File: config.mk
export PLATFORM = sky130hd
export DESIGN_NAME = modbus_ascii_slave
export DESIGN_NICKNAME = d
export VERILOG_FILES = /design/src/design/mas_pkg.sv /design/src/design/mas_ctrl.sv /design/src/design/mas_dp.sv /design/src/design/modbus_ascii_slave.sv
export SDC_FILE = /design/constraint.sdc
export NUM_CORES = 1
export LEC_CHECK = 0
export BUFFER_PORTS_ARGS = -buffer_cell sky130_fd_sc_hd__buf_2
export CORE_MARGIN = 2
export CORE_UTILIZATION = 45
export CTS_BUF_LIST = sky130_fd_sc_hd__clkbuf_16
export DETAILED_ROUTE_END_ITERATION = 8
export PLACE_DENSITY = 0.67
export SYNTH_ARGS = -nofsm -noshare
export SYNTH_HDL_FRONTEND = slang
export SYNTH_SLANG_ARGS = --single-unit
File: constraint.sdc
create_clock -name clk -period 11.28 [get_ports clk]
set_clock_uncertainty 0.05 [all_clocks]
set_input_delay 0.564 -clock clk [delete_from_list [all_inputs] [get_ports clk]]
set_output_delay 0.564 -clock clk [all_outputs]
set_load 0.005 [all_outputs]
File: src/design/mas_pkg.sv
package mas_pkg;

  localparam logic [7:0] CHAR_COLON = 8'h3A;
  localparam logic [7:0] CHAR_CR    = 8'h0D;
  localparam logic [7:0] CHAR_LF    = 8'h0A;
  localparam logic [7:0] FC_READ    = 8'h03;
  localparam logic [7:0] FC_WRITE   = 8'h10;
  localparam logic [7:0] EXC_FUNC   = 8'h01;
  localparam logic [7:0] EXC_ADDR   = 8'h02;
  localparam logic [7:0] EXC_FLAG   = 8'h80;

  localparam logic [1:0] REQ_RX    = 2'd0;
  localparam logic [1:0] REQ_READ  = 2'd1;
  localparam logic [1:0] REQ_WRITE = 2'd2;

  typedef struct packed {
    logic [1:0]  req_type;
    logic [7:0]  rx_char;
    logic [4:0]  reg_index;
    logic [15:0] reg_value;
  } in_item_t;

  typedef struct packed {
    logic        out_kind;
    logic [7:0]  tx_char;
    logic        tx_last;
    logic [15:0] read_value;
    logic [15:0] error_count;
  } out_item_t;

  typedef enum logic [3:0] {
    OP_NONE,
    OP_CLEAR,
    OP_LOAD,
    OP_RX,
    OP_LREAD,
    OP_LANSWER,
    OP_LWRITE,
    OP_DECIDE,
    OP_SECOND,
    OP_THIRD,
    OP_LRC,
    OP_EMIT
  } dp_op_t;

  typedef struct packed {
    dp_op_t op;
  } dp_cmd_t;

  typedef struct packed {
    logic       clear_done;
    logic       serve_go;
    logic       out_free;
    logic       emit_last;
    logic [1:0] req_type;
  } dp_stat_t;

endpackage

File: src/design/mas_ctrl.sv
module mas_ctrl (
  input  logic              clk,
  input  logic              rst,
  input  logic              in_valid,
  output logic              in_ready,
  input  mas_pkg::dp_stat_t stat,
  output mas_pkg::dp_cmd_t  cmd
);

  typedef enum logic [3:0] {
    S_CLEAR, S_IDLE, S_EXEC, S_LANS, S_SRV1, S_SRV2, S_SRV3, S_LRC, S_EMIT
  } state_t;

  state_t state, state_next;

  always_ff @(posedge clk) begin
    if (rst) begin
      state <= S_CLEAR;
    end else begin
      state <= state_next;
    end
  end

  always_comb begin
    state_next = state;
    cmd.op     = mas_pkg::OP_NONE;
    in_ready   = 1'b0;
    case (state)
      S_CLEAR: begin
        cmd.op = mas_pkg::OP_CLEAR;
        if (stat.clear_done) state_next = S_IDLE;
      end
      S_IDLE: begin
        in_ready = 1'b1;
        if (in_valid) begin
          cmd.op     = mas_pkg::OP_LOAD;
          state_next = S_EXEC;
        end
      end
      S_EXEC: begin
        case (stat.req_type)
          mas_pkg::REQ_RX: begin
            cmd.op     = mas_pkg::OP_RX;
            state_next = stat.serve_go ? S_SRV1 : S_IDLE;
          end
          mas_pkg::REQ_READ: begin
            cmd.op     = mas_pkg::OP_LREAD;
            state_next = S_LANS;
          end
          mas_pkg::REQ_WRITE: begin
            if (stat.out_free) begin
              cmd.op     = mas_pkg::OP_LWRITE;
              state_next = S_IDLE;
            end
          end
          default: state_next = S_IDLE;
        endcase
      end
      S_LANS: begin
        if (stat.out_free) begin
          cmd.op     = mas_pkg::OP_LANSWER;
          state_next = S_IDLE;
        end
      end
      S_SRV1: begin
        cmd.op     = mas_pkg::OP_DECIDE;
        state_next = S_SRV2;
      end
      S_SRV2: begin
        cmd.op     = mas_pkg::OP_SECOND;
        state_next = S_SRV3;
      end
      S_SRV3: begin
        cmd.op     = mas_pkg::OP_THIRD;
        state_next = S_LRC;
      end
      S_LRC: begin
        cmd.op     = mas_pkg::OP_LRC;
        state_next = S_EMIT;
      end
      S_EMIT: begin
        if (stat.out_free) begin
          cmd.op = mas_pkg::OP_EMIT;
          if (stat.emit_last) state_next = S_IDLE;
        end
      end
      default: state_next = S_IDLE;
    endcase
  end

  a_no_accept_in_clear: assert property (@(posedge clk) disable iff (rst)
    (state == S_CLEAR) |-> !in_ready)
    else $error("input accepted during register clearing");

endmodule

File: src/design/mas_dp.sv
module mas_dp #(
  parameter int REG_COUNT        = 32,
  parameter int FRAME_CHARS      = 64,
  parameter int MAX_REGS_PER_REQ = 2
) (
  input  logic               clk,
  input  logic               rst,
  input  logic               cfg_we,
  input  logic [7:0]         cfg_wdata,
  input  mas_pkg::in_item_t  in_data,
  input  mas_pkg::dp_cmd_t   cmd,
  output mas_pkg::dp_stat_t  stat,
  output logic               out_valid,
  input  logic               out_ready,
  output mas_pkg::out_item_t out_data
);

  localparam int AW = $clog2(REG_COUNT);
  localparam int CW = $clog2(FRAME_CHARS);

  typedef enum logic [1:0] {K_EXC1, K_EXC2, K_READ, K_WRITE} srv_kind_t;

  function automatic logic [3:0] nibble_of(input logic [7:0] ch);
    logic [7:0] d;
    d = ch - 8'h37;
    if (ch >= 8'h30 && ch <= 8'h39) return ch[3:0];
    if (ch >= 8'h41 && ch <= 8'h46) return d[3:0];
    return 4'd0;
  endfunction

  function automatic logic [7:0] hex_char(input logic [3:0] v);
    return (v < 4'd10) ? 8'h30 + {4'b0, v} : 8'h37 + {4'b0, v};
  endfunction

  logic [7:0]        slave_address;
  mas_pkg::in_item_t ld;
  logic              phase;
  logic [CW-1:0]     char_count;
  logic [3:0]        pend_hi;
  logic [7:0]        last_char;
  logic [7:0]        byte_sum;
  logic [7:0]        fb [16];
  logic [15:0]       mem [REG_COUNT];
  logic [15:0]       q;
  logic [AW-1:0]     clr_addr;
  logic [15:0]       error_total;
  srv_kind_t         kind, kind_next;
  logic [7:0]        rep [8];
  logic [3:0]        rep_len;
  logic [4:0]        ci;

  logic              is_colon, full, frame_end, frame_ok, err_inc;
  logic [CW-1:0]     hex, nb;
  logic [7:0]        new_byte;
  logic [7:0]        rq [1:10];
  logic [7:0]        fc;
  logic [15:0]       start, cnt;
  logic              cnt2, range_bad;
  logic [AW-1:0]     saddr, laddr, raddr, waddr;
  logic              lin, we;
  logic [15:0]       wdata;
  logic [7:0]        lrc_sum, emit_char, emit_byte;
  logic [4:0]        clen, jm;
  logic              push;
  mas_pkg::out_item_t push_item;
  mas_pkg::dp_op_t   op;

  assign op = cmd.op;

  // Receive-side decode of the latched character.
  assign is_colon  = (ld.rx_char == mas_pkg::CHAR_COLON);
  assign full      = (char_count >= CW'(FRAME_CHARS - 2));
  assign frame_end = (ld.rx_char == mas_pkg::CHAR_LF) && (last_char == mas_pkg::CHAR_CR) &&
                     (char_count != '0);
  assign hex       = char_count - CW'(1);
  assign frame_ok  = !hex[0] && (hex >= CW'(6)) && (byte_sum == 8'd0);
  assign new_byte  = {pend_hi, nibble_of(ld.rx_char)};
  assign nb        = hex >> 1;

  // Request fields; bytes past the received data read as zero.
  always_comb begin
    for (int i = 1; i <= 10; i++) begin
      rq[i] = (CW'(i + 1) < nb) ? fb[i] : 8'd0;
    end
  end

  assign fc        = rq[1];
  assign start     = {rq[2], rq[3]};
  assign cnt       = {rq[4], rq[5]};
  assign cnt2      = (cnt == 16'd2);
  assign range_bad = (cnt == 16'd0) || (cnt > 16'(MAX_REGS_PER_REQ)) ||
                     (32'(start) > 32'(REG_COUNT - 1)) ||
                     (32'(start) + 32'(cnt) > 32'(REG_COUNT));
  assign saddr     = start[AW-1:0];

  always_comb begin
    if (fc != mas_pkg::FC_READ && fc != mas_pkg::FC_WRITE) begin
      kind_next = K_EXC1;
    end else if (range_bad ||
                 (fc == mas_pkg::FC_WRITE && {9'b0, rq[6]} != {cnt, 1'b0})) begin
      kind_next = K_EXC2;
    end else if (fc == mas_pkg::FC_READ) begin
      kind_next = K_READ;
    end else begin
      kind_next = K_WRITE;
    end
  end

  assign lin   = (int'(ld.reg_index) < REG_COUNT);
  assign laddr = AW'(ld.reg_index);

  always_comb begin
    we    = 1'b0;
    waddr = laddr;
    wdata = ld.reg_value;
    raddr = laddr;
    case (op)
      mas_pkg::OP_CLEAR: begin
        we    = 1'b1;
        waddr = clr_addr;
        wdata = 16'd0;
      end
      mas_pkg::OP_LWRITE: we = lin;
      mas_pkg::OP_DECIDE: begin
        raddr = saddr;
        if (kind_next == K_WRITE) begin
          we    = 1'b1;
          waddr = saddr;
          wdata = {rq[7], rq[8]};
        end
      end
      mas_pkg::OP_SECOND: begin
        raddr = saddr + AW'(1);
        if (kind == K_WRITE && cnt2) begin
          we    = 1'b1;
          waddr = saddr + AW'(1);
          wdata = {rq[9], rq[10]};
        end
      end
      default: ;
    endcase
  end

  always_ff @(posedge clk) begin
    if (we) mem[waddr] <= wdata;
    q <= mem[raddr];
  end

  always_comb begin
    lrc_sum = 8'd0;
    for (int j = 0; j < 8; j++) begin
      if (4'(j) < rep_len) lrc_sum = lrc_sum + rep[j];
    end
  end

  // Reply character: colon, two hex digits per byte, CR, LF.
  assign clen      = {rep_len, 1'b0};
  assign jm        = ci - 5'd1;
  assign emit_byte = rep[jm[3:1]];
  always_comb begin
    if (ci == 5'd0) begin
      emit_char = mas_pkg::CHAR_COLON;
    end else if (ci <= clen) begin
      emit_char = hex_char(jm[0] ? emit_byte[3:0] : emit_byte[7:4]);
    end else if (ci == clen + 5'd1) begin
      emit_char = mas_pkg::CHAR_CR;
    end else begin
      emit_char = mas_pkg::CHAR_LF;
    end
  end

  always_comb begin
    push                  = 1'b0;
    push_item.out_kind    = 1'b1;
    push_item.tx_char     = 8'd0;
    push_item.tx_last     = 1'b1;
    push_item.read_value  = 16'd0;
    push_item.error_count = error_total;
    case (op)
      mas_pkg::OP_LANSWER: begin
        push                 = 1'b1;
        push_item.read_value = lin ? q : 16'd0;
      end
      mas_pkg::OP_LWRITE: begin
        push                 = 1'b1;
        push_item.read_value = lin ? ld.reg_value : 16'd0;
      end
      mas_pkg::OP_EMIT: begin
        push              = 1'b1;
        push_item.out_kind = 1'b0;
        push_item.tx_char = emit_char;
        push_item.tx_last = (ci == clen + 5'd2);
      end
      default: ;
    endcase
  end

  always_comb begin
    err_inc = 1'b0;
    if (op == mas_pkg::OP_RX && phase) begin
      err_inc = is_colon || full || (frame_end && !frame_ok);
    end else if (op == mas_pkg::OP_DECIDE) begin
      err_inc = (kind_next == K_EXC1) || (kind_next == K_EXC2);
    end
  end

  // Control registers.
  always_ff @(posedge clk) begin
    if (rst) begin
      slave_address <= 8'd1;
      phase         <= 1'b0;
      char_count    <= '0;
      clr_addr      <= '0;
      error_total   <= 16'd0;
      out_valid     <= 1'b0;
      kind          <= K_EXC1;
      rep_len       <= 4'd0;
      ci            <= 5'd0;
    end else begin
      if (cfg_we) slave_address <= cfg_wdata;
      if (err_inc) error_total <= error_total + 16'd1;
      if (op == mas_pkg::OP_CLEAR) clr_addr <= clr_addr + AW'(1);
      if (push) begin
        out_valid <= 1'b1;
      end else if (out_ready) begin
        out_valid <= 1'b0;
      end
      if (op == mas_pkg::OP_RX) begin
        if (is_colon) begin
          phase      <= 1'b1;
          char_count <= '0;
        end else if (phase) begin
          if (full || frame_end) begin
            phase <= 1'b0;
          end else begin
            char_count <= char_count + CW'(1);
          end
        end
      end
      if (op == mas_pkg::OP_DECIDE) begin
        kind <= kind_next;
        case (kind_next)
          K_READ:  rep_len <= cnt2 ? 4'd7 : 4'd5;
          K_WRITE: rep_len <= 4'd6;
          default: rep_len <= 4'd3;
        endcase
      end
      if (op == mas_pkg::OP_LRC) begin
        rep_len <= rep_len + 4'd1;
        ci      <= 5'd0;
      end
      if (op == mas_pkg::OP_EMIT) ci <= ci + 5'd1;
    end
  end

  // Payload registers.
  always_ff @(posedge clk) begin
    if (op == mas_pkg::OP_LOAD) ld <= in_data;
    if (push) out_data <= push_item;
    if (op == mas_pkg::OP_RX) begin
      if (is_colon) begin
        pend_hi   <= 4'd0;
        last_char <= mas_pkg::CHAR_COLON;
        byte_sum  <= 8'd0;
      end else if (phase && !full && !frame_end) begin
        if (!char_count[0]) begin
          pend_hi <= nibble_of(ld.rx_char);
        end else begin
          if ((char_count >> 5) == '0) fb[char_count[4:1]] <= new_byte;
          byte_sum <= byte_sum + new_byte;
        end
        last_char <= ld.rx_char;
      end
    end
    if (op == mas_pkg::OP_DECIDE) begin
      rep[0] <= slave_address;
      case (kind_next)
        K_EXC1: begin
          rep[1] <= fc | mas_pkg::EXC_FLAG;
          rep[2] <= mas_pkg::EXC_FUNC;
        end
        K_EXC2: begin
          rep[1] <= fc | mas_pkg::EXC_FLAG;
          rep[2] <= mas_pkg::EXC_ADDR;
        end
        K_READ: begin
          rep[1] <= mas_pkg::FC_READ;
          rep[2] <= {cnt[6:0], 1'b0};
        end
        default: begin
          rep[1] <= rq[1];
          rep[2] <= rq[2];
          rep[3] <= rq[3];
          rep[4] <= rq[4];
          rep[5] <= rq[5];
        end
      endcase
    end
    if (op == mas_pkg::OP_SECOND && kind == K_READ) begin
      rep[3] <= q[15:8];
      rep[4] <= q[7:0];
    end
    if (op == mas_pkg::OP_THIRD && kind == K_READ && cnt2) begin
      rep[5] <= q[15:8];
      rep[6] <= q[7:0];
    end
    if (op == mas_pkg::OP_LRC) rep[rep_len[2:0]] <= 8'd0 - lrc_sum;
  end

  assign stat.clear_done = (clr_addr == AW'(REG_COUNT - 1));
  assign stat.serve_go   = (op == mas_pkg::OP_RX) && phase && !is_colon && !full &&
                           frame_end && frame_ok && (fb[0] == slave_address);
  assign stat.out_free   = !out_valid || out_ready;
  assign stat.emit_last  = (ci == clen + 5'd2);
  assign stat.req_type   = ld.req_type;

  a_push_room: assert property (@(posedge clk) disable iff (rst)
    push |-> (!out_valid || out_ready))
    else $error("result pushed over an untaken item");

  a_err_step: assert property (@(posedge clk) disable iff (rst)
    (!$past(rst) && !$stable(error_total)) |-> (error_total == $past(error_total) + 16'd1))
    else $error("error counter moved by more than one");

  a_last_lf: assert property (@(posedge clk) disable iff (rst)
    (out_valid && out_data.tx_last && !out_data.out_kind) |->
      (out_data.tx_char == mas_pkg::CHAR_LF))
    else $error("reply run closed on a character other than LF");

endmodule

File: src/design/modbus_ascii_slave.sv
// Channel   Direction  Handshake              Item
// in        input      in_valid / in_ready    mas_pkg::in_item_t
// out       output     out_valid / out_ready  mas_pkg::out_item_t
// cfg       input      cfg_we (no wait)       slave_address
//
// A serial character passes S_IDLE and S_EXEC; a local read also S_LANS.
// A served frame adds decode, register access and LRC (S_SRV1 to S_LRC), then
// one reply character per cycle (up to 19), set by the single output register.
// After reset the holding registers are cleared, one per cycle, in S_CLEAR;
// no item is accepted meanwhile. Output stalls hold the sequencer.
module modbus_ascii_slave #(
  parameter int REG_COUNT        = 32,
  parameter int FRAME_CHARS      = 64,
  parameter int MAX_REGS_PER_REQ = 2
) (
  input  logic               clk,
  input  logic               rst,
  input  logic               cfg_we,
  input  logic [7:0]         cfg_wdata,
  input  logic               in_valid,
  output logic               in_ready,
  input  mas_pkg::in_item_t  in_data,
  output logic               out_valid,
  input  logic               out_ready,
  output mas_pkg::out_item_t out_data
);

  mas_pkg::dp_cmd_t  cmd;
  mas_pkg::dp_stat_t stat;

  mas_ctrl u_ctrl (
    .clk      (clk),
    .rst      (rst),
    .in_valid (in_valid),
    .in_ready (in_ready),
    .stat     (stat),
    .cmd      (cmd)
  );

  mas_dp #(
    .REG_COUNT        (REG_COUNT),
    .FRAME_CHARS      (FRAME_CHARS),
    .MAX_REGS_PER_REQ (MAX_REGS_PER_REQ)
  ) u_dp (
    .clk       (clk),
    .rst       (rst),
    .cfg_we    (cfg_we),
    .cfg_wdata (cfg_wdata),
    .in_data   (in_data),
    .cmd       (cmd),
    .stat      (stat),
    .out_valid (out_valid),
    .out_ready (out_ready),
    .out_data  (out_data)
  );

endmodule

==> results.sh <==
export IMPL_gp_congestion=0.9811
export IMPL_hold_viol_final=0
export IMPL_hp_class="input port to flop"
export IMPL_register_area_um2=24060
export IMPL_num_rows=109
export IMPL_coreArea_um2=88510
export IMPL_start_util=0.4545
export IMPL_remaining_drc_errors=6
export IMPL_cp_common_cell="ha_1"
export IMPL_fin_total_pwr_mw=8.337
export IMPL_wl_mm=111.0
export IMPL_finalNetCount=3306
export IMPL_grt_pass1_wl_mm=163.4
export IMPL_path_max_fanout=14
export IMPL_slowest_delay_ns=0.42
export IMPL_overflow=0
export IMPL_p_int_mw=5.943
export IMPL_slew_headroom=0.1911
export IMPL_fin_crit_sh=0.9088
export IMPL_crit_path_top_delay_cell="dfxtp_1"
export IMPL_cts_root_buf="clkbuf_16"
export IMPL_switching_share=0.2872
export IMPL_setup_ws_ns=1.029
export IMPL_clkPwrFrac=0.330
export IMPL_setup_viol=0
export IMPL_setup_worst_path_class="flop to flop"
export IMPL_route_detailed_wl_per_inst_um=25.26
export IMPL_syn_nets=3187
export IMPL_antenna_left=0
export IMPL_violations="design-rule violations"
export IMPL_p_seq_frac=0.480
export IMPL_synthArstFlopShare=0
export IMPL_drtPass1Iterations=7
export IMPL_boundaryPins=88
export IMPL_layout_common_cells="edfxtp_1 (756), mux2i_1 (502), nor2_1 (212)"
export IMPL_arrival_ns=10.56
export IMPL_post_cts_setup_buffer_count=0
export IMPL_die_area_um2=91800
export IMPL_cts_buffer_depth=3
export IMPL_startpoint_type="flop"
export IMPL_crit_required_ns=11.59
export IMPL_die_width_um=303.0
export IMPL_ys_ff_latch=824
export IMPL_syn_inst=3037
export IMPL_place_ws_ns=1.071
export IMPL_ys_seq_area_frac=0.5982
export IMPL_vias=25899
export IMPL_syn2layout_area_growth_pct=12.04
export IMPL_yosysUniqueCellTypes=112
export IMPL_synth_edf_count=756
export IMPL_end_kind="flop"
export IMPL_htreeDepth=3
export IMPL_status="finished, violations left"
export IMPL_grtUsageTotal=0.2408
export IMPL_rsz0062_at_grt="false"
export IMPL_pwr_density_cell_nw_per_um2=185.0
export IMPL_die_h_um=303.0
export IMPL_cts_resized=0
export IMPL_tns_ns=0
export IMPL_drive_above_1_share=0.1325
export IMPL_antenna_cells=0
export IMPL_clock_sinks=824
export IMPL_peakVddDrop_v=0.0001735
export IMPL_drt_initial_drc_count=2562
export IMPL_vias_per_cell=5.894
export IMPL_tightest_slew_ns=1.207
export IMPL_syn_area_um2=40220
export IMPL_fill_cells=7367
export IMPL_cts_made_buffers=87
export IMPL_grt_max_degree=144
export IMPL_yosysWarnings=0
export IMPL_antenna_found_initial=7
export IMPL_cts_tree="built"
export IMPL_period_needed_ns=10.25
export IMPL_clock_fmax_mhz=97.55
export IMPL_hold_buffers=0
export IMPL_multi_input_area_um2=15360
export IMPL_max_cap_violations=0
export IMPL_clk_pin_slew_ns=0.06
export IMPL_layout_commonest_cell="edfxtp_1"
export IMPL_drv_slew=0
export IMPL_comb_power_share=0.189
export IMPL_hpwl_mm=76.54
export IMPL_ys_flop_type="edfxtp_1"
export IMPL_avgSynthCellArea_um2=13.24
export IMPL_first_global_vias=25251
export IMPL_io_buffers=86
export IMPL_power_leakage_nw=17.25
export IMPL_clk_latency_ns=0.66
export IMPL_power_switching_mw=2.394
[cells in the mapped netlist (56+ instances only)]
master    number  area (um2)
o21ai_0      105       525.5
nand2_1      155       581.8
a21oi_1      134       670.6
mux2i_1      503        5035
ha_1          98        1226
nor2_1       212       795.8
clkbuf_1      71       266.5
inv_1         76       285.3
dfxtp_1       68        1361
nor3_1        56       280.3
edfxtp_1     756       22700
xnor2_1       58       508.0
[worst max-delay path: cells and delay by family (launching register included)]
kind / cells / cell delay, ns
and+or+nand+nor: 11 / 2.13
DFF: 1 / 0.42
adders and majority gates: 9 / 2.86
buffers and inverters: 3 / 0.53
muxes: 1 / 0.08
AOI/OAI and AO/OA: 16 / 2.60
xor gates and xnor gates: 7 / 1.28
[final cells by class]
type	instances	share of cell area
sequential	824	0.5339
clock buffer	91	0.05053
clock inverter	71	0.01122
timing repair buffer	171	0.02454
inverter	78	0.006497
multi-input combinational	1994	0.3409
tap	1165	0.03234
[final timing paths]
| kind | endpoint | start | cells after the start | slack (ns) |
|---|---|---|---|---|
| hold reg to reg | u_dp.out_data[15]$_DFFE_PP_ | u_dp.error_total[15]$_SDFFE_PP0P_ | 0 | 0.42 |
| hold / removal | u_dp.laddr[4]$_DFFE_PN_ | in_data[20] | 1 | 0.04 |
| setup reg to reg | u_dp.rep[5][7]$_DFFE_PP_ | u_dp.rep_len[0]$_SDFFE_PP0P_ | 47 | 1.03 |
| setup / recovery | u_dp.rep[5][7]$_DFFE_PP_ | u_dp.rep_len[0]$_SDFFE_PP0P_ | 47 | 1.03 |
[stage by stage]
| stage | std cells | utilization | area [um2] | hold WS, ns |
|---|---|---|---|---|
| 6_report | 4394 | 0.5092 | 45070 | 0.03667 |
| 3_5_place_dp | 4231 | 0.4776 | 42270 | 0.4038 |
| 3_3_place_gp | 4231 | 0.4776 | 42270 | 0.3875 |
| 4_1_cts | 4393 | 0.5090 | 45060 | 0.01322 |
| 5_1_grt | 4394 | 0.5092 | 45070 | 0.02411 |
| 2_1_floorplan | 3037 | - | 40220 | 0.3731 |
[power groups by stage]
stage / clock network (mW) / registers, mW / logic (mW)
3_3_place_gp: 0 / 4.05 / 1.52
2_1_floorplan: 0 / 4.03 / 0.934
4_1_cts: 2.80 / 4.00 / 1.58
6_report: 2.76 / 4.01 / 1.58
5_1_grt: 2.92 / 4.02 / 1.70
3_5_place_dp: 0 / 4.06 / 1.57
[metal layers]
layer  vias up  wire length (um)  track usage
met5         -                23            0
met4         4              3467      0.07553
met3       182              7734      0.03931
met2       960             53080       0.3987
met1     12926             46670       0.3251
li1      11827                 -            -
[flip-flops by register name (all words and copies together), names as in the netlist]
register / count
u_dp.out_valid: 1
u_dp.pend_hi: 4
u_dp.stat: 2
u_dp.ci: 5
u_dp.q: 16
u_dp.char_count: 6
u_dp.out_data: 41
u_dp.clr_addr: 5
u_ctrl.state: 4
u_dp.laddr: 5
u_dp.fb: 88
u_dp.phase: 1
u_dp.ld: 24
u_dp.last_char: 8
u_dp.rep: 64
u_dp.mem: 512
u_dp.kind: 2
u_dp.byte_sum: 8
u_dp.error_total: 16
u_dp.slave_address: 8
u_dp.rep_len: 4
[cell families after synthesis]
| kind of cell | synth area share |
|---|---|
| xor gates and xnor gates | 0.02044 |
| buffers and inverters | 0.02342 |
| muxes | 0.1462 |
| DFF | 0.5982 |
| other | 0.00009323 |
| AOI/OAI and AO/OA | 0.08174 |
| and+or+nand+nor | 0.09546 |
| adders and majority gates | 0.03446 |
(Power assumes the default switching activity.)
